==> config.mk <==
export PLATFORM = sky130hd
export DESIGN_NAME = grid_hazard_dilation_map
export DESIGN_NICKNAME = d
export VERILOG_FILES = /design/src/hdl/ghd_pkg.sv /design/src/hdl/ghd_mask_ram.sv /design/src/hdl/ghd_nbr_unit.sv /design/src/hdl/grid_hazard_dilation_map.sv
export VERILOG_INCLUDE_DIRS = /design/src /design/src/hdl
export SDC_FILE = /design/constraint.sdc
export NUM_CORES = 1
export LEC_CHECK = 0
export ABC_AREA = 0
export BUFFER_PORTS_ARGS = -buffer_cell sky130_fd_sc_hd__buf_2
export CORE_UTILIZATION = 50
export DETAILED_ROUTE_END_ITERATION = 10
export GPL_ROUTABILITY_DRIVEN = 0
export PLACE_DENSITY = 0.69
export SYNTH_ARGS = -nofsm -noshare
export SYNTH_HDL_FRONTEND = slang
export SYNTH_SLANG_ARGS = --single-unit
export TNS_END_PERCENT = 50
==> constraint.sdc <==
create_clock -name clk -period 4.9 [get_ports clk]
set_clock_uncertainty 0.1 [all_clocks]
set_input_delay 0.49 -clock clk [delete_from_list [all_inputs] [get_ports clk]]
set_output_delay 0.49 -clock clk [all_outputs]
set_load 0.005 [all_outputs]
==> src/hdl/grid_hazard_dilation_map_assert.svh <==
// Assertion macros shared by the grid hazard dilation map RTL.
`ifndef GRID_HAZARD_DILATION_MAP_ASSERT_SVH
`define GRID_HAZARD_DILATION_MAP_ASSERT_SVH
`ifndef SYNTHESIS
// Checked property, quiet while reset is asserted.
`define GHD_ASSERT(lbl, clk, rst_n, prop, msg) \
  lbl: assert property (@(posedge clk) disable iff (!rst_n) prop) else $error(msg);
// Checked property, also active during reset.
`define GHD_ASSERT_ALWAYS(lbl, clk, prop, msg) \
  lbl: assert property (@(posedge clk) prop) else $error(msg);
`else
`define GHD_ASSERT(lbl, clk, rst_n, prop, msg)
`define GHD_ASSERT_ALWAYS(lbl, clk, prop, msg)
`endif
`endif

==> src/hdl/ghd_pkg.sv <==
// Types, codes and the neighbor offset table of the grid hazard dilation map.
package ghd_pkg;

  typedef enum logic [0:0] {
    ST_LOAD = 1'b0,
    ST_SCAN = 1'b1
  } state_t;

  typedef logic [1:0] level_t;

  localparam level_t LVL_SAFE   = 2'd0;
  localparam level_t LVL_NEAR   = 2'd1;
  localparam level_t LVL_HAZARD = 2'd2;

  localparam int unsigned CFG_IDX_W = 1;
  localparam logic [CFG_IDX_W-1:0] CFG_CRATER = 1'b0;
  localparam logic [CFG_IDX_W-1:0] CFG_PEAK   = 1'b1;

  // Neighbor walk: step 0 is the center, steps 1 to 8 the ring; step 9 closes the cell.
  typedef logic [3:0] step_t;
  localparam step_t STEP_FIRST = 4'd0;
  localparam step_t STEP_CLOSE = 4'd9;

  typedef struct packed {
    logic [1:0] d_row;
    logic [1:0] d_col;
  } offset_t;

  // Two's complement row and column offsets for each step of the walk.
  function automatic offset_t nbr_offset(input step_t step);
    offset_t o;
    case (step)
      4'd1:    o = '{d_row: 2'b11, d_col: 2'b11};
      4'd2:    o = '{d_row: 2'b11, d_col: 2'b00};
      4'd3:    o = '{d_row: 2'b11, d_col: 2'b01};
      4'd4:    o = '{d_row: 2'b00, d_col: 2'b11};
      4'd5:    o = '{d_row: 2'b00, d_col: 2'b01};
      4'd6:    o = '{d_row: 2'b01, d_col: 2'b11};
      4'd7:    o = '{d_row: 2'b01, d_col: 2'b00};
      4'd8:    o = '{d_row: 2'b01, d_col: 2'b01};
      default: o = '{d_row: 2'b00, d_col: 2'b00};
    endcase
    return o;
  endfunction

endpackage

==> src/hdl/ghd_mask_ram.sv <==
// One-bit hazard mask memory with one write port and one registered read port.
module ghd_mask_ram #(
  parameter int unsigned DEPTH = 25,
  parameter int unsigned AW    = 5
) (
  input  logic          clk,
  input  logic          wr_en,
  input  logic [AW-1:0] wr_addr,
  input  logic          wr_data,
  input  logic          rd_en,
  input  logic [AW-1:0] rd_addr,
  output logic          rd_data
);

  logic mem [DEPTH];
  logic rd_data_r;

  always_ff @(posedge clk) begin
    if (wr_en) begin
      mem[wr_addr] <= wr_data;
    end
  end

  // Read data holds while no read is issued.
  always_ff @(posedge clk) begin
    if (rd_en) begin
      rd_data_r <= mem[rd_addr];
    end
  end

  assign rd_data = rd_data_r;

endmodule

==> src/hdl/ghd_nbr_unit.sv <==
// Neighbor address unit: turns a cell and a walk step into a mask address and an in-grid flag.
module ghd_nbr_unit #(
  parameter int unsigned GRID_SIZE = 5,
  parameter int unsigned AW        = 5
) (
  input  logic [2:0]       row,
  input  logic [2:0]       col,
  input  ghd_pkg::step_t   step,
  output logic             in_grid,
  output logic [AW-1:0]    addr
);

  import ghd_pkg::*;

  offset_t    ofs;
  logic [3:0] nb_row;
  logic [3:0] nb_col;

  // A step off the low edge wraps to a large value and fails the bound check.
  always_comb begin
    ofs     = nbr_offset(step);
    nb_row  = {1'b0, row} + {{2{ofs.d_row[1]}}, ofs.d_row};
    nb_col  = {1'b0, col} + {{2{ofs.d_col[1]}}, ofs.d_col};
    in_grid = (nb_row < 4'(GRID_SIZE)) && (nb_col < 4'(GRID_SIZE));
    addr    = AW'(nb_row[2:0]) * AW'(GRID_SIZE) + AW'(nb_col[2:0]);
  end

endmodule

==> src/hdl/grid_hazard_dilation_map.sv <==
// Top level of the grid hazard dilation map: load, neighbor walk and result register.
//
// The block takes a GRID_SIZE x GRID_SIZE elevation grid in row-major order, one
// signed sample per transfer on the in_ channel. Each sample is compared with the
// crater and peak limits as it arrives and its hazard bit is written to a small
// mask memory. The transfer of the last sample starts the emission of the map.
// During emission the input channel is not ready. For each cell a sequencer walks
// the center and its eight neighbors through one shared address unit and the
// single mask read port, reading only the neighbors that lie inside the grid, and
// then closes the cell in its closing cycle. Each cell's result goes to an output
// register with its row, column, level and, on the last cell, the count of safe
// cells and the last mark.
// If the receiver stalls, the walk holds in its closing cycle until the output
// register frees up; no result is lost or repeated. After the last cell is
// written, the block accepts samples of the next map while that result still waits.
// Limits must be written through the cfg_ port only while the block is idle; the
// block does not enforce this. They apply to samples loaded after the write. Reset
// clears the limits to zero, load count, walk state and output valid, not the mask.
`include "grid_hazard_dilation_map_assert.svh"

module grid_hazard_dilation_map #(
  parameter int unsigned GRID_SIZE = 5
) (
  input  logic                            clk,
  input  logic                            rst_n,
  input  logic                            in_valid,
  output logic                            in_ready,
  input  logic signed [15:0]              in_elevation,
  output logic                            out_valid,
  input  logic                            out_ready,
  output logic [1:0]                      out_risk_level,
  output logic [2:0]                      out_cell_row,
  output logic [2:0]                      out_cell_col,
  output logic [6:0]                      out_safe_total,
  output logic                            out_last_of_map,
  input  logic                            cfg_wr_en,
  input  logic [ghd_pkg::CFG_IDX_W-1:0]   cfg_index,
  input  logic [15:0]                     cfg_wr_data
);

  import ghd_pkg::*;

  localparam int unsigned CELLS = GRID_SIZE * GRID_SIZE;
  localparam int unsigned AW    = $clog2(CELLS);
  localparam logic [AW-1:0] LAST_ADDR = AW'(CELLS - 1);
  localparam logic [2:0]    LAST_IDX  = 3'(GRID_SIZE - 1);

  state_t             state_r, state_nxt;
  logic [AW-1:0]      load_cnt_r, load_cnt_nxt;
  logic [2:0]         row_r, row_nxt;
  logic [2:0]         col_r, col_nxt;
  step_t              step_r, step_nxt;
  logic               center_r, center_nxt;
  logic               near_r, near_nxt;
  logic               rd_vld_r, rd_vld_nxt;
  logic [6:0]         safe_cnt_r, safe_cnt_nxt;
  logic signed [15:0] crater_r, crater_nxt;
  logic signed [15:0] peak_r, peak_nxt;

  logic               out_valid_r, out_valid_nxt;
  level_t             out_level_r, out_level_nxt;
  logic [2:0]         out_row_r, out_row_nxt;
  logic [2:0]         out_col_r, out_col_nxt;
  logic [6:0]         out_safe_r, out_safe_nxt;
  logic               out_last_r, out_last_nxt;

  logic               in_xfer;
  logic               wr_en;
  logic               wr_data;
  logic               rd_en;
  logic               rd_data;
  logic               nb_in_grid;
  logic [AW-1:0]      nb_addr;
  logic               slot_free;
  logic               near_fin;
  level_t             level;
  logic               last_cell;

  ghd_nbr_unit #(
    .GRID_SIZE (GRID_SIZE),
    .AW        (AW)
  ) u_nbr (
    .row     (row_r),
    .col     (col_r),
    .step    (step_r),
    .in_grid (nb_in_grid),
    .addr    (nb_addr)
  );

  ghd_mask_ram #(
    .DEPTH (CELLS),
    .AW    (AW)
  ) u_mask (
    .clk     (clk),
    .wr_en   (wr_en),
    .wr_addr (load_cnt_r),
    .wr_data (wr_data),
    .rd_en   (rd_en),
    .rd_addr (nb_addr),
    .rd_data (rd_data)
  );

  assign in_ready  = (state_r == ST_LOAD);
  assign in_xfer   = in_valid && in_ready;
  assign wr_en     = in_xfer;
  assign wr_data   = (in_elevation < crater_r) || (in_elevation > peak_r);
  assign slot_free = !out_valid_r || out_ready;
  assign last_cell = (row_r == LAST_IDX) && (col_r == LAST_IDX);

  // Reads are issued on steps 0 to 8 and only for neighbors inside the grid.
  assign rd_en = (state_r == ST_SCAN) && (step_r < STEP_CLOSE) && nb_in_grid;

  // The read of the last ring neighbor lands in the closing cycle and is folded in here.
  assign near_fin = near_r || (rd_vld_r && rd_data);

  always_comb begin
    if (center_r) begin
      level = LVL_HAZARD;
    end else if (near_fin) begin
      level = LVL_NEAR;
    end else begin
      level = LVL_SAFE;
    end
  end

  always_ff @(posedge clk) begin
    if (!rst_n) begin
      state_r     <= ST_LOAD;
      load_cnt_r  <= '0;
      row_r       <= '0;
      col_r       <= '0;
      step_r      <= STEP_FIRST;
      safe_cnt_r  <= '0;
      crater_r    <= '0;
      peak_r      <= '0;
      out_valid_r <= 1'b0;
    end else begin
      state_r     <= state_nxt;
      load_cnt_r  <= load_cnt_nxt;
      row_r       <= row_nxt;
      col_r       <= col_nxt;
      step_r      <= step_nxt;
      safe_cnt_r  <= safe_cnt_nxt;
      crater_r    <= crater_nxt;
      peak_r      <= peak_nxt;
      out_valid_r <= out_valid_nxt;
    end
  end

  always_ff @(posedge clk) begin
    center_r    <= center_nxt;
    near_r      <= near_nxt;
    rd_vld_r    <= rd_vld_nxt;
    out_level_r <= out_level_nxt;
    out_row_r   <= out_row_nxt;
    out_col_r   <= out_col_nxt;
    out_safe_r  <= out_safe_nxt;
    out_last_r  <= out_last_nxt;
  end

  always_comb begin
    state_nxt     = state_r;
    load_cnt_nxt  = load_cnt_r;
    row_nxt       = row_r;
    col_nxt       = col_r;
    step_nxt      = step_r;
    center_nxt    = center_r;
    near_nxt      = near_r;
    rd_vld_nxt    = rd_vld_r;
    safe_cnt_nxt  = safe_cnt_r;
    crater_nxt    = crater_r;
    peak_nxt      = peak_r;
    out_valid_nxt = out_valid_r && !out_ready;
    out_level_nxt = out_level_r;
    out_row_nxt   = out_row_r;
    out_col_nxt   = out_col_r;
    out_safe_nxt  = out_safe_r;
    out_last_nxt  = out_last_r;

    if (cfg_wr_en) begin
      case (cfg_index)
        CFG_CRATER: crater_nxt = signed'(cfg_wr_data);
        CFG_PEAK:   peak_nxt   = signed'(cfg_wr_data);
        default:    ;
      endcase
    end

    case (state_r)
      ST_LOAD: begin
        if (in_xfer) begin
          if (load_cnt_r == LAST_ADDR) begin
            load_cnt_nxt = '0;
            state_nxt    = ST_SCAN;
            row_nxt      = '0;
            col_nxt      = '0;
            step_nxt     = STEP_FIRST;
            safe_cnt_nxt = '0;
          end else begin
            load_cnt_nxt = load_cnt_r + 1'b1;
          end
        end
      end
      ST_SCAN: begin
        if (step_r < STEP_CLOSE) begin
          rd_vld_nxt = nb_in_grid;
          step_nxt   = step_r + 1'b1;
        end
        if (step_r == STEP_FIRST) begin
          near_nxt = 1'b0;
        end else if (step_r < STEP_CLOSE) begin
          near_nxt = near_r || (rd_vld_r && rd_data);
          if (step_r == 4'd1) begin
            center_nxt = rd_vld_r && rd_data;
          end
        end else if (slot_free) begin
          // Closing cycle: hand the cell to the output register and move on.
          out_valid_nxt = 1'b1;
          out_level_nxt = level;
          out_row_nxt   = row_r;
          out_col_nxt   = col_r;
          out_last_nxt  = last_cell;
          safe_cnt_nxt  = safe_cnt_r + 7'((level == LVL_SAFE) ? 1 : 0);
          out_safe_nxt  = last_cell ? safe_cnt_nxt : 7'd0;
          step_nxt      = STEP_FIRST;
          if (last_cell) begin
            state_nxt = ST_LOAD;
          end else if (col_r == LAST_IDX) begin
            col_nxt = '0;
            row_nxt = row_r + 1'b1;
          end else begin
            col_nxt = col_r + 1'b1;
          end
        end
      end
      default: begin
        state_nxt = ST_LOAD;
      end
    endcase
  end

  assign out_valid       = out_valid_r;
  assign out_risk_level  = out_level_r;
  assign out_cell_row    = out_row_r;
  assign out_cell_col    = out_col_r;
  assign out_safe_total  = out_safe_r;
  assign out_last_of_map = out_last_r;

  `GHD_ASSERT(a_last_sample_starts_scan, clk, rst_n, (in_xfer && (load_cnt_r == LAST_ADDR)) |=> (state_r == ST_SCAN), "last sample did not start the scan")
  `GHD_ASSERT(a_safe_total_only_last, clk, rst_n, (out_valid && !out_last_of_map) |-> (out_safe_total == 7'd0), "safe count shown before the last cell")
  `GHD_ASSERT(a_level_code, clk, rst_n, out_valid |-> (out_risk_level != 2'd3), "invalid risk level")
  `GHD_ASSERT(a_cell_in_grid, clk, rst_n, out_valid |-> ((out_cell_row <= LAST_IDX) && (out_cell_col <= LAST_IDX)), "reported cell outside the grid")
  `GHD_ASSERT_ALWAYS(a_step_range, clk, (rst_n && $past(rst_n)) |-> (step_r <= STEP_CLOSE), "walk step out of range")

endmodule
# Yosys cells after proc, flatten, opt, wreduce, memory -nomap -nowiden
# Memories as Yosys holds them, arrays and structs flattened. A register that Yosys moved wholly into a read port is not among the register bits.
# Index checks and enable logic that the tools add are counted.
totals:
  ramBits: 25
  word_cells: 121
  n_memories: 2
  regBits: 75
  rom_bits: 64
  inputBits: 38
op_classes:
  n_eq_ne: 11
  n_reduce_logical: 26
  order_cmp: 5
  n_mux: 47
  bitwise_logic: 4
  n_mul: 1
  n_addsub: 8
memory_table:
  columns: ["memory", "depth", "width", "read_ports", "rd_ports_with_merged_regs", "wr", "line", "source"]
  rows:
  - ["(no name shown)", 16, 4, 1, 1, 0, "ghd_pkg.sv:32", "case (step)"]
  - ["u_mask.mem", 25, 1, 1, 1, 1, "ghd_mask_ram.sv:15", "logic mem [DEPTH];"]
ops:
  columns: ["op", "n"]
  rows:
  - ["3-bit two-way mux", 12]
  - ["7-bit two-way mux", 5]
  - ["4-bit two-way mux", 8]
  - ["16-bit greater-than comparator", 1]
  - ["16-bit less-than comparator", 1]
  - ["1-bit two-way mux", 15]
  - ["7-bit one-hot mux with 2 select lines", 1]
  - ["3-bit one-hot mux with 2 select lines", 2]
  - ["2-bit AND reduction", 6]
  - ["3-bit by 4-bit adder with 4-bit output", 2]
  - ["4-bit by 3-bit less-than comparator with 1-bit output (second input constant)", 2]
  - ["2-bit by 1-bit inequality test with 1-bit output (second input constant)", 4]
  - ["4-bit one-hot mux with 2 select lines", 1]
  - ["4-bit AND reduction", 2]
  - ["7-bit by 1-bit adder with 7-bit output", 1]
  - ["1-bit logical AND", 7]
  - ["7-bit AND reduction", 1]
  - ["3-bit by 1-bit adder with 3-bit output (second input constant)", 2]
  - ["3-bit == test (second input constant)", 2]
  - ["2-bit inequality test (second input constant)", 3]
  - ["6-bit AND reduction", 1]
  - ["5-bit by 1-bit adder with 5-bit output (second input constant)", 1]
  - ["5-bit by 3-bit adder with 5-bit output", 1]
  - ["5-bit == test (second input constant)", 1]
  - ["14 further kinds", 20]

# Depth between registers and ports, before layout
depth:
  word_depth: 11
  ltp_mapped: 11

# Modules after synthesis
# Synthesis repeated with hierarchy kept, for this count alone.
unflattened:
  cells_unflattened: 576
  hier_area_um2: 5665.4
by_module_without_submodules:
  columns: ["module", "cells_each", "area_each_um2", "seq_area_each_um2", "n_inst"]
  rows:
  - ["grid_hazard_dilation_map", 445, 4067.7, 1691.6, 1]
  - ["ghd_mask_ram", 81, 1169.9, 780.7, 1]
  - ["ghd_nbr_unit", 50, 427.9, 0.0, 1]

# Worst setup path before layout
# Ideal clock, no wire load.
synth_path:
  path_kind: "register to register"
  startpoint: "register row_r[0]"
  endpoint: "register u_mask.rd_data_r, in the netlist u_mask.rd_data, read port of u_mask.mem, data pin"
  path_slack_ns: 1.449
  arrival_ns: 3.091
  stages_incl_launch_ff: 10
  t_required_ns: 4.540
  path_buffers: 0
  cell_sequence: "dfxtp_1 ha_1 fa_1 xor2_1 ha_1 ha_1 inv_1 fa_1 mux4_2 mux2_2"
synth_via:
  elab_chain_len: 4
  elab_cells_between_ends: 6
synth_rtl:
  columns: ["element", "line", "source"]
  rows:
  - ["start: declaration", "grid_hazard_dilation_map.sv:50", "logic [2:0] row_r, row_nxt;"]
  - ["start signal: assignment", "grid_hazard_dilation_map.sv:140", "row_r <= row_nxt;"]
  - ["3-bit by 4-bit adder with 4-bit output *", "ghd_nbr_unit.sv:22", "nb_row = {1'b0, row} + {{2{ofs.d_row[1]}}, ofs.d_row};"]
  - ["branches (longest 3 deep; another with 3-bit by 3-bit multiplier with 5-bit output)", null, null]
  - ["end: declaration", "ghd_mask_ram.sv:16", "logic rd_data_r;"]
# Every way passes the cells marked *.
# A chain may end at the register's enable or synchronous reset.

# Final worst setup path
# Ends and elaborated chain as after synthesis.

==> impl_metrics.ini <==
[critical_path]
worst_ep_required_time_ns = 4.89
cp-end-kind = flop
crit_type = reg2reg
crit_top_cell = ha_1
ff2ff_path_depth = 9
crit_fanout = 4
critical_path.max_stage_delay_ns = 0.61
crit_path_cell_trace = ha_1, fa_1, xor2_1, ha_1, ha_1, inv_1, fa_1, mux4_2, mux2_2
worstSetupStartpointType = flop
crit_arrival_ns = 3.59
cp_slowest_cell = fa_1

[layout]
nets = 728
final_util = 0.5786
final_area_um2 = 6355
multiInputGateArea_um2 = 2872
areaGrowthSynthToFinish_pct = 11.33
fin_cells = 774
seqCellArea_um2 = 2552
layout-drive-gt1-share = 0.1498
fillerInstances = 936
diodes = 0

[timing]
setup_viol = 0
fin_crit_ns = 3.600
drv_slew = 0
rsz0062_at_grt = no
slew_headroom = 0.4526
post-route-worst-setup-slack_ns = 1.300
hold_violations = 0
hold_slack_ns = 0.2972
finalSetupTns_ns = 0
worst_pin_slew_ns = 0.8211
fmax_mhz = 277.8
fin_crit_sh = 0.7346

[placement]
dp_hpwl_um = 8269
io_buffers = 55
pre_cts_slack_ns = 1.280
dp.cells = 758
place_area_um2 = 6081

[power]
totalPowerFinal_mw = 1.743
power.leakage_nw = 2.570
seqPwrFrac = 0.538
clkPwrFrac = 0.384
p_int_mw = 1.345
power.switching_uw = 397.5
pwr-share-comb = 0.078
p_sw_frac = 0.2281
cellPowerDensity_nw_per_um2 = 274.3
max-vdd-ir-drop_v = 0.0001985

[cts]
cts_sinks = 105
clkLatencyLatePin_ns = 0.34
clockBufferDepth = 2
ctsResizeCount = 0
htreeDepth = 3
cts_tree = yes
cts_hold_buf = 0
root_buffer = clkbuf_16
clk_transition_reported_paths_ns = 0.07
cts_setup_buffers = 0
cts_buffers = 9

[flow_run]
maxCapViolCount = 0

[yosys]
synthFlopType = dfxtp_1
synth_top_family_by_area = simple AND/OR/NAND/NOR gates
synth_fp_nets = 679
synth_fa_ha_area_frac = 0.1377
yosysTopAreaCellShare = 0.2367
synthArstFlopShare = 0
synth_mux_area_frac = 0.03946
yosys.area_share.xor_xnor = 0.02609
yosys.area_share.simple = 0.1730
synth_area_leader_cell = edfxtp_1
synth-compound-area-share = 0.1269
synth_seq_cells = 105
syn_inst = 580
syn_area_per_cell_um2 = 9.841
synth_cell_types = 59
netlist_area_um2 = 5708
ys_warn_count = 0
seq_area_frac_synth = 0.4472
synth_area_leaders = edfxtp_1, dfxtp_1, ha_1
synth-edff-count = 45

[floorplanning]
die_area_um2 = 11850
die_h_um = 108.8
coreArea_um2 = 10980
initial_core_util = 0.5197
die_x_um = 108.8
io_pins = 56
std_cell_rows = 38

[drt]
drt_iter0_drc = 220
ant_nets = 0
drc = 0
viasPerCell = 5.266
wl_um = 11150
num_vias = 4076
first_pass_iters = 4
wl_per_cell_um = 14.40

[hold_path]
hold_class = in2reg
min_path_cells = 3

[grt]
antenna_found_initial = 1
grt_pass1_wl_um = 19000
grt-ovfl-total = 0
grt_max_degree = 55
grt_util_all_layers = 0.2084
first_global_vias = 4030

[outcome]
status = completed
state kept, by name, summed over array words and instances (netlist names), 2 cells and up:
signal and cells:
out_risk_level 2, load_cnt_r 5, row_r 3, out_cell_row 3
peak_r 16, crater_r 16, u_nbr.ofs 4, col_r 3
out_safe_total 7, step_r 4, u_mask.mem 25, safe_cnt_r 7
out_cell_col 3
layout by cell type, fill, tap and decap left out, types with 2 or more instances in the layout:
cell type	instances
nand2_1	89
a21oi_1	25
and2_1	9
buf_4	2
o21ai_0	16
a2111oi_0	3
clkinv_2	2
nand2b_1	5
a21boi_0	38
o21a_1	2
xnor2_1	12
o211ai_1	2
a21o_1	6
nor3_1	5
fa_1	3
buf_2	55
inv_1	50
nand3b_1	2
edfxtp_1	45
nand3_1	12
mux2i_1	2
nor3b_1	6
ha_1	58
clkbuf_1	2
dfxtp_1	60
or3b_2	2
xor2_1	5
nor2_1	46
nor2b_1	10
clkbuf_16	9
and3_1	5
a21oi_2	2
mux4_2	8
nand4_1	7
final timing paths:
| kind | startpoint | endpoint | slack [ns] |
|---|---|---|---|
| worst max-delay path | row_r[0]$_SDFFE_PN0P_ | u_mask.rd_data$_DFFE_PP_ | 1.30 |
| worst min-delay path | cfg_wr_data[0] | crater_r[0]$_SDFFE_PN0P_ | 0.30 |
| worst max register to register | row_r[0]$_SDFFE_PN0P_ | u_mask.rd_data$_DFFE_PP_ | 1.30 |
| worst min register to register | peak_r[3]$_SDFFE_PN0P_ | peak_r[3]$_SDFFE_PN0P_ | 0.36 |
cell usage after synthesis, types with 3 or more instances:
cell type / instances
nand2_1: 89
dfxtp_1: 60
ha_1: 58
inv_1: 50
nor2_1: 46
edfxtp_1: 45
a21boi_0: 38
a21oi_1: 25
o21ai_0: 16
clkbuf_1: 13
nand3_1: 12
xnor2_1: 12
nor2b_1: 10
and2_1: 9
mux4_2: 8
nand4_1: 7
a21o_1: 6
nor3b_1: 6
and3_1: 5
nand2b_1: 5
nor3_1: 5
xor2_1: 5
a2111oi_0: 3
buf_4: 3
fa_1: 3
critical path: cells and delay by family (launching register included):
| kind | cells | cell delay, ns |
|---|---|---|
| xor gates and xnor gates | 1 | 0.26 |
| adders and majority gates | 5 | 1.82 |
| buffers and inverters | 1 | 0.06 |
| DFF | 1 | 0.34 |
| muxes | 2 | 0.78 |
kinds of logic (layout without fill, tap and decap cells):
kind of cell,count (synthesis),after routing
fa+ha+maj,61,61
compound gates,106,106
flops,105,105
buf+inv,70,124
xor+xnor,17,17
simple gates,209,209
mux,12,12
final cells by class:
| type | count | area share |
|---|---|---|
| Clock buffer | 12 | 0.03879 |
| Clock inverter | 4 | 0.004332 |
| Inverter | 51 | 0.03012 |
| Multi-Input combinational cell | 405 | 0.4519 |
| Sequential cell | 105 | 0.4017 |
| Tap cell | 140 | 0.02756 |
| Timing Repair Buffer | 57 | 0.04568 |
layer usage:
layer	routed length (um)	up-vias	share of wire	GRT usage
li1	-	2099	-	-
met1	5134	1894	0.46	0.2593
met2	5449	66	0.49	0.3553
met3	407	15	0.037	0.04722
met4	143	2	0.013	0.07143
met5	13	-	0.0012	0
power by group through the flow:
stage / registers [mW] / clock network [mW] / logic (mW)
after detailed placement: 0.957 / 0 / 0.137
after global placement: 0.956 / 0 / 0.133
final: 0.938 / 0.670 / 0.136
after global routing: 0.939 / 0.720 / 0.159
after floorplan: 0.955 / 0 / 0.0898
after CTS: 0.937 / 0.687 / 0.138
Power figures use the tool's default switching activity.
